==> config.mk <==
export PLATFORM = sky130hd
export DESIGN_NAME = keyword_then_int_literal_scanner_core
export DESIGN_NICKNAME = d
export VERILOG_FILES = /design/src/hdl/kwscan_pkg.sv /design/src/hdl/keyword_then_int_literal_scanner_core.sv /design/src/hdl/kwscan_update.sv
export SDC_FILE = /design/constraint.sdc
export NUM_CORES = 1
export LEC_CHECK = 0
export BUFFER_PORTS_ARGS = -buffer_cell sky130_fd_sc_hd__buf_2
export CELL_PAD_IN_SITES_DETAIL_PLACEMENT = 1
export CELL_PAD_IN_SITES_GLOBAL_PLACEMENT = 2
export CORE_ASPECT_RATIO = 0.75
export CORE_UTILIZATION = 43
export DETAILED_ROUTE_END_ITERATION = 12
export PLACE_DENSITY = 0.87
export SLEW_MARGIN = 20
export SYNTH_ARGS = -nofsm -noshare
export SYNTH_HDL_FRONTEND = slang
export SYNTH_HIERARCHICAL = 1
export SYNTH_SLANG_ARGS = --single-unit
==> constraint.sdc <==
create_clock -name aclk -period 18.1 [get_ports aclk]
set_clock_uncertainty 0.15 [all_clocks]
set_input_delay 0.905 -clock aclk [delete_from_list [all_inputs] [get_ports aclk]]
set_output_delay 0.905 -clock aclk [all_outputs]
set_load 0.1 [all_outputs]
==> src/hdl/kwscan_pkg.sv <==
`default_nettype none
// ----------------------------------------------------------------------------
// kwscan_pkg - shared types and constants of the keyword/integer scanner
// Holds the phase and status codes, the key bytes and the scanner state record.
// ----------------------------------------------------------------------------
package kwscan_pkg;

    localparam int KEY_LEN = 7;
    localparam int KEY_IDX_W = 3;
    localparam int MAG_W = 31;
    localparam int VALUE_W = 32;
    localparam int STATUS_W = 2;
    localparam int BYTE_W = 8;
    localparam int OUT_TDATA_W = 40;
    localparam int PROD_W = 35;

    localparam logic [PROD_W-1:0] MAG_LIMIT = PROD_W'(32'h7fff_ffff);

    // key "return "
    localparam logic [BYTE_W-1:0] KEY_BYTES [KEY_LEN] = '{
        8'h72, 8'h65, 8'h74, 8'h75, 8'h72, 8'h6e, 8'h20
    };
    // matched length after which a mismatch on "e" falls back to two matched bytes
    localparam logic [KEY_IDX_W-1:0] KEY_OVERLAP_LEN = 3'd5;

    localparam logic [BYTE_W-1:0] CH_LF    = 8'h0a;
    localparam logic [BYTE_W-1:0] CH_CR    = 8'h0d;
    localparam logic [BYTE_W-1:0] CH_SPACE = 8'h20;
    localparam logic [BYTE_W-1:0] CH_TAB   = 8'h09;
    localparam logic [BYTE_W-1:0] CH_VT    = 8'h0b;
    localparam logic [BYTE_W-1:0] CH_FF    = 8'h0c;
    localparam logic [BYTE_W-1:0] CH_PLUS  = 8'h2b;
    localparam logic [BYTE_W-1:0] CH_MINUS = 8'h2d;
    localparam logic [BYTE_W-1:0] CH_ZERO  = 8'h30;
    localparam logic [BYTE_W-1:0] CH_NINE  = 8'h39;

    typedef enum logic [2:0] {
        PH_SEARCH = 3'd0,
        PH_LEAD   = 3'd1,
        PH_SIGN   = 3'd2,
        PH_DIGITS = 3'd3,
        PH_TRAIL  = 3'd4,
        PH_BAD    = 3'd5,
        PH_DONE   = 3'd6
    } phase_t;

    typedef enum logic [STATUS_W-1:0] {
        ST_OK     = 2'd0,
        ST_NO_KEY = 2'd1,
        ST_BAD    = 2'd2
    } status_t;

    typedef struct packed {
        phase_t                 phase;
        logic [KEY_IDX_W-1:0]   key_len;
        logic                   negative;
        logic [MAG_W-1:0]       magnitude;
    } scan_state_t;

    localparam scan_state_t SCAN_RESET = '{
        phase:     PH_SEARCH,
        key_len:   '0,
        negative:  1'b0,
        magnitude: '0
    };

endpackage
`default_nettype wire

==> src/hdl/keyword_then_int_literal_scanner_core.sv <==
`default_nettype none
// The final byte passes the input register and the state update; the result register
//   then loads, and the result is offered on m_tvalid until it is taken.
// Throughput: one text byte per cycle unless the input is stalled; the state update is a single pass.
// A pending result stalls the input only when another final byte arrives.
// Reset (aresetn low, synchronous) drops all held requests and restarts the
//   key search for a new text.
// ----------------------------------------------------------------------------
// keyword_then_int_literal_scanner_core - "return <integer>" scanner
// Searches a byte stream for the key "return ", parses the decimal literal
// on the rest of that line and reports status and value on the final byte.
// ----------------------------------------------------------------------------
module keyword_then_int_literal_scanner_core
    import kwscan_pkg::*;
(
    input  wire logic                    aclk,
    input  wire logic                    aresetn,
    input  wire logic                    s_tvalid,
    output logic                         s_tready,
    input  wire logic [BYTE_W-1:0]       s_tdata,   // [7:0] text_byte
    input  wire logic                    s_tlast,   // end_of_text
    output logic                         m_tvalid,
    input  wire logic                    m_tready,
    output logic [OUT_TDATA_W-1:0]       m_tdata    // [1:0] status, [33:2] value
);

    logic                 in_valid_reg;
    logic [BYTE_W-1:0]    in_byte_reg;
    logic                 in_last_reg;
    scan_state_t          state_reg;
    scan_state_t          state_next;
    scan_state_t          upd_state;
    logic                 out_valid_reg;
    status_t              out_status_reg;
    status_t              status_next;
    logic [VALUE_W-1:0]   out_value_reg;
    logic [VALUE_W-1:0]   value_next;
    logic                 fire;

    // process the held byte unless it produces a result with nowhere to go
    assign fire     = in_valid_reg && (!in_last_reg || !out_valid_reg || m_tready);
    assign s_tready = !in_valid_reg || fire;

    kwscan_update u_update (
        .cur_state (state_reg),
        .text_byte (in_byte_reg),
        .nxt_state (upd_state)
    );

    // form the result from the updated state, restart after the final byte
    always_comb begin
        value_next = '0;
        if (upd_state.phase == PH_SEARCH) begin
            status_next = ST_NO_KEY;
        end else if (upd_state.phase == PH_DIGITS || upd_state.phase == PH_TRAIL
                     || upd_state.phase == PH_DONE) begin
            status_next = ST_OK;
            value_next  = upd_state.negative ? (VALUE_W'(0) - VALUE_W'(upd_state.magnitude))
                                             : VALUE_W'(upd_state.magnitude);
        end else begin
            status_next = ST_BAD;
        end
        if (!fire) begin
            state_next = state_reg;
        end else if (in_last_reg) begin
            state_next = SCAN_RESET;
        end else begin
            state_next = upd_state;
        end
    end

    // input register
    always_ff @(posedge aclk) begin
        if (!aresetn) begin
            in_valid_reg <= 1'b0;
        end else if (s_tready) begin
            in_valid_reg <= s_tvalid;
        end
        if (s_tready && s_tvalid) begin
            in_byte_reg <= s_tdata;
            in_last_reg <= s_tlast;
        end
    end

    // scanner state
    always_ff @(posedge aclk) begin
        if (!aresetn) begin
            state_reg <= SCAN_RESET;
        end else begin
            state_reg <= state_next;
        end
    end

    // result register
    always_ff @(posedge aclk) begin
        if (!aresetn) begin
            out_valid_reg <= 1'b0;
        end else if (fire && in_last_reg) begin
            out_valid_reg <= 1'b1;
        end else if (m_tready) begin
            out_valid_reg <= 1'b0;
        end
        if (fire && in_last_reg) begin
            out_status_reg <= status_next;
            out_value_reg  <= value_next;
        end
    end

    assign m_tvalid = out_valid_reg;
    assign m_tdata  = {(OUT_TDATA_W - VALUE_W - STATUS_W)'(0), out_value_reg, out_status_reg};

    // value is zero unless the literal parsed
    a_value_zero_on_error: assert property (@(posedge aclk) disable iff (!aresetn)
        out_valid_reg && out_status_reg != ST_OK |-> out_value_reg == '0)
        else $error("nonzero value with error status");

    // the final byte restarts the search
    a_restart_after_last: assert property (@(posedge aclk) disable iff (!aresetn)
        fire && in_last_reg |=> state_reg.phase == PH_SEARCH && state_reg.key_len == '0
                                && state_reg.magnitude == '0)
        else $error("state not restarted after final byte");

    // the key match never reaches the full key length while searching
    a_key_len_range: assert property (@(posedge aclk) disable iff (!aresetn)
        state_reg.key_len != KEY_IDX_W'(KEY_LEN))
        else $error("key match length out of range");

    // a stalled result is never overwritten
    a_no_overwrite: assert property (@(posedge aclk) disable iff (!aresetn)
        out_valid_reg && !m_tready |-> !(fire && in_last_reg))
        else $error("pending result overwritten");

endmodule
`default_nettype wire

==> src/hdl/kwscan_update.sv <==
`default_nettype none
// ----------------------------------------------------------------------------
// kwscan_update - next-state logic of the scanner for one text byte
// Runs the overlapping key search, then the tail parser with the
// multiply-by-ten accumulator and its overflow check.
// ----------------------------------------------------------------------------
module kwscan_update
    import kwscan_pkg::*;
(
    input  wire scan_state_t        cur_state,
    input  wire logic [BYTE_W-1:0]  text_byte,
    output scan_state_t             nxt_state
);

    logic                 is_eol;
    logic                 is_blank;
    logic                 is_digit;
    logic [PROD_W-1:0]    mag_ext;
    logic [PROD_W-1:0]    prod;
    logic                 overflow;
    logic [KEY_IDX_W:0]   key_next;

    // classify the byte
    always_comb begin
        is_eol   = (text_byte == CH_LF) || (text_byte == CH_CR);
        is_blank = text_byte inside {CH_SPACE, CH_TAB, CH_VT, CH_FF};
        is_digit = text_byte inside {[CH_ZERO:CH_NINE]};
    end

    // magnitude * 10 + digit as shift-add, overflow against the limit
    always_comb begin
        mag_ext  = PROD_W'(cur_state.magnitude);
        prod     = (mag_ext << 3) + (mag_ext << 1)
                 + PROD_W'(text_byte - CH_ZERO);
        overflow = prod > MAG_LIMIT;
    end

    // advance the key match, fall back on a mismatch
    always_comb begin
        if (text_byte == KEY_BYTES[cur_state.key_len]) begin
            key_next = {1'b0, cur_state.key_len} + 1'b1;
        end else if (cur_state.key_len == KEY_OVERLAP_LEN && text_byte == KEY_BYTES[1]) begin
            key_next = 4'd2;
        end else if (text_byte == KEY_BYTES[0]) begin
            key_next = 4'd1;
        end else begin
            key_next = '0;
        end
    end

    // phase transitions
    always_comb begin
        nxt_state = cur_state;
        case (cur_state.phase)
            PH_SEARCH: begin
                if (key_next == (KEY_IDX_W+1)'(KEY_LEN)) begin
                    nxt_state.phase   = PH_LEAD;
                    nxt_state.key_len = '0;
                end else begin
                    nxt_state.key_len = key_next[KEY_IDX_W-1:0];
                end
            end
            PH_LEAD: begin
                if (is_eol) begin
                    nxt_state.phase = PH_BAD;
                end else if (is_blank) begin
                    nxt_state.phase = PH_LEAD;
                end else if (text_byte == CH_PLUS || text_byte == CH_MINUS) begin
                    nxt_state.negative = (text_byte == CH_MINUS);
                    nxt_state.phase    = PH_SIGN;
                end else if (is_digit) begin
                    if (overflow) begin
                        nxt_state.phase = PH_BAD;
                    end else begin
                        nxt_state.magnitude = prod[MAG_W-1:0];
                        nxt_state.phase     = PH_DIGITS;
                    end
                end else begin
                    nxt_state.phase = PH_BAD;
                end
            end
            PH_SIGN, PH_DIGITS: begin
                if (cur_state.phase == PH_DIGITS && is_eol) begin
                    nxt_state.phase = PH_DONE;
                end else if (is_digit) begin
                    if (overflow) begin
                        nxt_state.phase = PH_BAD;
                    end else begin
                        nxt_state.magnitude = prod[MAG_W-1:0];
                        nxt_state.phase     = PH_DIGITS;
                    end
                end else if (cur_state.phase == PH_DIGITS && is_blank) begin
                    nxt_state.phase = PH_TRAIL;
                end else begin
                    nxt_state.phase = PH_BAD;
                end
            end
            PH_TRAIL: begin
                if (is_eol) begin
                    nxt_state.phase = PH_DONE;
                end else if (!is_blank) begin
                    nxt_state.phase = PH_BAD;
                end
            end
            default: begin
                nxt_state = cur_state;
            end
        endcase
    end

endmodule
`default_nettype wire
## Word-level counts from Yosys, hierarchy flattened

Memories as Yosys holds them, arrays and structs flattened.
Index checks and enable logic that the tools add are counted.

- Output and inout bits: 42
- Memories: 1
- ROM bits: 64
- Register bits: 83
- Word-level logic and storage cells: 103

Memories:

| memory | words | bits a word | read ports | clocked after memory_dff | write ports | line | RTL |
|---|---|---|---|---|---|---|---|
| (no name shown) | 8 | 8 | 1 | 0 | 0 | kwscan_update.sv:40 | `if (text_byte == KEY_BYTES[cur_state.key_len]) begin` |

- Add/sub/neg operators: 5
- Magnitude comparators: 4
- Equality and inequality tests: 20
- Reduce and logical (&&, ||, !) cells: 26
- Mux-type cells: 33
- Bitwise logic cells: 3

Operator list:

| kind | count |
|---|---|
| two-way mux 31 bit | 5 |
| two-way mux 32 bit | 2 |
| case mux 31 bit (2 select lines) | 1 |
| equality test 8 x 4 -> 1 bit, second input constant | 5 |
| two-way mux 38 bit | 1 |
| two-way mux 3 bit | 12 |
| adder 34 x 32 -> 35 bit | 1 |
| adder 35 bit | 1 |
| greater-than comparator 35 x 31 -> 1 bit, second input constant | 1 |
| subtractor 1 x 31 -> 32 bit, first input constant | 1 |
| equality test 8 x 6 -> 1 bit, second input constant | 3 |
| equality test 8 x 7 -> 1 bit, second input constant | 2 |
| two-way mux 8 bit | 2 |
| equality test 3 bit, second input constant | 4 |
| case mux 3 bit (4 select lines) | 1 |
| equality test 3 x 2 -> 1 bit, second input constant | 3 |
| subtractor 8 x 6 -> 9 bit, second input constant | 1 |
| equality test 8 bit | 1 |
| >= comparator 8 x 6 -> 1 bit, second input constant | 1 |
| <= comparator 8 x 6 -> 1 bit, second input constant | 1 |
| two-way mux 4 bit | 2 |
| logical AND 1 bit | 7 |
| logical OR 1 bit | 7 |
| logical NOT 3 bit | 2 |
| other kinds (14) | 24 |

## Logic depth before layout (Yosys ltp)

- Word-level depth: 14
- Mapped depth: 22
- Mapped depth without buffers: 19

## Hierarchy

Netlist, hierarchy kept.

Modules (own cells, without submodules):

| module | sequential area each (µm²) | area an instance (µm²) | cells each | instances |
|---|---|---|---|---|
| kwscan_update | 0.0 | 3891.2 | 463 | 1 |
| keyword_then_int_literal_scanner_core | 2092.0 | 3863.7 | 353 | 1 |

## Least setup slack after synthesis

No wires, ideal clock.

- Path kind: register to register
- Start: reg in_byte_reg[5]
- End: reg out_value_reg[24], data pin
- Path buffers: 2
- Stages on the path, launching flop included: 22
- Arrival: 7.811 ns
- Clock period less this slack: 8.224 ns
- Path slack: 9.876 ns
- Data required time: 17.687 ns
- Path through: edfxtp_1 -> ha_1 -> nor3_1 -> fa_1 -> ha_1 -> buf_6 -> a21oi_4 -> o21ai_2 -> a2111oi_4 -> o31ai_2 -> o31ai_4 -> xor2_2 -> o2111ai_4 -> nor2_8 -> buf_12 -> mux2_4 -> inv_1 -> ha_1 -> or4b_2 -> or3_1 -> o31ai_2 -> mux2i_1

RTL lines:

| element | line | RTL |
|---|---|---|
| from (decl) | keyword_then_int_literal_scanner_core.sv:28 | `logic [BYTE_W-1:0] in_byte_reg;` |
| from (signal assigned) | keyword_then_int_literal_scanner_core.sv:80 | `in_byte_reg <= s_tdata;` |
| to (signal assigned) | keyword_then_int_literal_scanner_core.sv:105 | `out_value_reg <= value_next;` |
| to (decl) | keyword_then_int_literal_scanner_core.sv:36 | `logic [VALUE_W-1:0] out_value_reg;` |

==> impl.org <==
** STA
- Slew at the pin closest to its max-slew limit :: 0.9513 ns
- Adding up every negative setup slack in the final design gives 0 ns.
- After layout, the minimum clock period comes to 7.503 ns.
- On the final layout, the worst hold slack is 0.4725 ns.
- Setup repair after global routing left no endpoint under its margin.
- Highest attainable clock frequency :: 0.1333 GHz
- Tightest slew margin relative to the limit :: 0.3644
- Final-report setup violation count :: 0
- Fin crit share :: 0.4145
- The final number of max-transition violations is 0.
- Worst path setup slack after routing :: 10.60 ns
- Endpoints failing hold :: 0

** Power and ir drop
- The worst-case IR drop observed on VDD is 52.75 uV.
- The internal portion of the total power is 0.3079 mW.
- Switching pwr :: 0.1215 mW
- Part of the power in registers :: 0.471
- Power per cell area :: 51.45 mW/mm^2
- Leak pwr :: 3.363 nW
- Of the total power, the share spent switching nets is 0.2830.
- The share of total power dissipated in combinational logic is 0.113.
- Total power for the finished layout comes to 0.4294 mW.
- Clk network pwr share :: 0.417

** Critical path
- The worst setup path is launched from a flip-flop.
- The worst setup path is captured at a flip-flop.
- STA puts the critical path data arrival time at 7.48 ns.
- Of all nets on the critical path, the largest fanout is 30.
- The worst setup path is of the flip-flop to flip-flop kind.
- CP max stage delay :: 0.68 ns
- Worst Setup EP :: out_value_reg[20]$_SDFFCE_PP0P_
- At the worst endpoint, the required time is 18.08 ns.
- Ordered cell list for the critical path :: ha_1 -> nor3_2 -> buf_4 -> fa_1 -> ha_1 -> a211oi_2 -> o211ai_1 -> a221oi_1 -> nand3_1 -> a21oi_1 -> xor2_1 -> o2111ai_4 -> nor2_8 -> mux2_4 -> inv_1 -> ha_1 -> or4b_2 -> nor3_1 -> nand2_1 -> a311oi_1
- The most critical setup path has its startpoint at in_byte_reg[5]$_DFFE_PP_.
- Among all stages on the critical path, the largest delay is contributed by or4b_2.
- For the worst flop-to-flop path, the logic depth is 20.
- RR Endpoint :: out_value_reg[20]$_SDFFCE_PP0P_
- R2R Path Start :: in_byte_reg[5]$_DFFE_PP_
- FF-to-FF setup slack :: 10.60 ns
- The cell that appears most often on the critical path is ha_1.

** Floorplanning
- Initial Utilization :: 0.4392
- Die outline height :: 118.3 um
- Die extent in x :: 157.1 um
- Core area :: 0.01766 mm^2
- Std cell rows :: 42
- Area of the die :: 0.01858 mm^2
- In this run the count of I/O pins placed on the die edge is 55.

** Clock tree
- H-tree Lvls :: 3
- In this run, post-CTS repair resized a total of 0 instances.
- Counting every sink on the clock net gives 83.
- In this run, post-CTS hold repair placed 0 buffers.
- CTS max path bufs :: 2
- Clock-pin slew was measured on the worst setup and hold paths at 0.07 ns.
- Clock insertion delay at the later pin of the skew report :: 0.36 ns
- Number of buffers created by CTS :: 9
- CTS root buffer :: clkbuf_16
- TritonCTS built the clock tree.
- Post-CTS setup buffer count :: 0

** Placement
- Detailed Place HPWL :: 18.21 mm
- Weighted congestion at the end of routability-driven global placement :: 0.8809
- After detailed placement, the design holds a cell count of 1065.
- Post-placement setup slack :: 10.68 ns
- Total of buffers placed on input and output ports :: 48
- After detailed placement, the total cell area comes to 0.008055 mm^2.

** Synth
- Fraction of registers with async set/reset :: 0
- Synthesis warning total :: 6
- Averaged over all synthesized cells, the footprint is 9.504 um^2.
- Seq/Total Area, Yosys :: 0.2698
- Number of synthesized flops with an enable pin :: 43
- Count of different cell masters after synthesis :: 88
- Post-synth top area share :: 0.1665
- Area leader, netlist :: edfxtp_1
- Main synth FF type :: edfxtp_1
- By area the synthesized netlist is led by edfxtp_1, dfxtp_1, fa_1, ha_1, mux2_4.
- Synthesis inferred 83 register bits.
- In this run the cell area of the synthesized design comes to 0.007755 mm^2.
- Synthesis produced a netlist whose cell count is 816.

** Layout
- Max reg flops :: 38
- For this run, the share of the core covered by cells in the final layout is 0.4726.
- Final Instance Count excl. Fillers :: 1081
- Fillers :: 2049
- Summing all non-filler instances in the final layout gives an area of 0.008346 mm^2.
- For this run, the post-layout net count is 921.
- Area growth, synth to finish :: 7.615%
- Total inserted antenna cells :: 0
- Share of final-layout standard cells stronger than drive strength 1 :: 0.1657

** Drt
- The final layout contains routed wiring with a total length of 23.41 mm.
- Dividing the detail-routed via count by the number of cells gives 6.161.
- Post-route DRC violation count :: 0
- Once detail routing completed, the nets flagged for antenna violations numbered 0.
- Length of the first detailed-routing pass in iterations :: 5
- Via Count :: 6660
- For this block, the initial DRC count from the detailed router was 503.
- Average wire length per cell after detail routing :: 21.66 um

** Global routing
- Number of antenna violations at the first check in global routing :: 0
- met1 is the most crowded layer.
- Maximum number of pins on one net before global-route repair :: 41
- In the global route stage, met2 resource usage came out at 0.3583.
- Number of global-route vias before repair :: 6544
- Wire length of the first global-routing pass :: 37.27 mm
- Met1 capacity usage during global routing :: 0.4134
- Overall fraction of global-route tracks in use :: 0.2604
- After global routing the overflow that remains totals 0.
- In the global route stage, met3 resource usage came out at 0.05024.

** Min path
- Kind of path behind the tightest hold check :: flip-flop to flip-flop
- The worst hold path was traced through 2 stages.

** Run
- Count of max-cap constraint violations :: 0

** Outcome
- The run finished with clean final reports.
cell usage after synthesis (12+ instances only):
master    count
nand2_1      58
o21ai_0      42
a22oi_1      39
fa_1         30
a31oi_1      12
xnor2_1      19
a21oi_1      43
nor2b_1      43
mux2_4       29
ha_1         44
xor2_1       27
edfxtp_1     43
nor3_1       15
inv_1        24
dfxtp_1      40
o211ai_1     12
nor2_1       54
clkbuf_1     29
nand3_1      25
nand4_1      12
cell usage in the layout, fill, tap and decap left out, drive strengths merged, types with 9 or more instances in the layout:
cell type	Yosys	final
mux2	30	30
o21ai	46	46
inv	24	27
nand2b	9	9
a21o	10	10
mux2i	10	10
a21oi	44	44
xnor2	19	19
fa	30	30
ha	44	44
xor2	28	28
nor2	55	55
nor2b	44	44
edfxtp	43	43
o211ai	12	12
a22oi	39	39
nand2	58	58
clkbuf	31	9
a31oi	13	13
buf	21	54
nor3	16	16
nand3	25	25
nand4	12	12
dfxtp	40	40
worst max-delay path, delay by kind of cell, from the launching register on:
kind,cells,cell delay [ns]
DFF,1,0.47
buffers and inverters,2,0.52
muxes,1,0.37
adders and majority gates,4,1.51
AOI/OAI and AO/OA,6,1.69
and+or+nand+nor,6,2.26
xor gates and xnor gates,1,0.28
power by group through the flow:
| stage | combinational, mW | sequential [mW] | clock, mW |
|---|---|---|---|
| after floorplan | 0.0352 | 0.208 | 0 |
| after global placement | 0.0460 | 0.206 | 0 |
| after detailed placement | 0.0475 | 0.206 | 0 |
| after CTS | 0.0478 | 0.202 | 0.183 |
| after global routing | 0.0518 | 0.202 | 0.189 |
| final | 0.0483 | 0.202 | 0.179 |
cell families after synthesis:
family	count (synthesis)	share of synthesized area
and+or+nand+nor	261	0.1801
AOI/OAI and AO/OA	234	0.2230
DFF	83	0.2698
buffers and inverters	76	0.05373
adders and majority gates	74	0.1484
xor gates and xnor gates	47	0.05405
muxes	40	0.07051
other	1	0.0004836
layer usage:
| metal | vias up | share of wire |
|---|---|---|
| met5 | - | 0 |
| met4 | 0 | 0.010 |
| met3 | 17 | 0.062 |
| met2 | 186 | 0.41 |
| met1 | 3394 | 0.52 |
| li1 | 3063 | - |
worst min-delay path by stage:
stage	from	to
5_1_grt	state_reg[31]$_SDFFE_PN0P_	state_reg[31]$_SDFFE_PN0P_
6_report	in_valid_reg$_SDFFE_PN0P_	in_valid_reg$_SDFFE_PN0P_
3_5_place_dp	in_valid_reg$_SDFFE_PN0P_	in_valid_reg$_SDFFE_PN0P_
2_1_floorplan	state_reg[34]$_SDFFE_PN0P_	state_reg[34]$_SDFFE_PN0P_
4_1_cts	in_valid_reg$_SDFFE_PN0P_	in_valid_reg$_SDFFE_PN0P_
3_3_place_gp	in_valid_reg$_SDFFE_PN0P_	in_valid_reg$_SDFFE_PN0P_
layout make-up:
| cell class | count | area, um^2 | share of cell area |
|---|---|---|---|
| repair buffers | 54 | 285.3 | 0.03418 |
| inverters | 24 | 90.09 | 0.01079 |
| multi-input cells | 662 | 5291 | 0.6340 |
| clock inverters | 7 | 58.81 | 0.007046 |
| flip-flops and latches | 83 | 2092 | 0.2507 |
| clock buffers | 9 | 225.2 | 0.02699 |
| well taps | 242 | 302.8 | 0.03628 |
(Power assumes the default switching activity.)
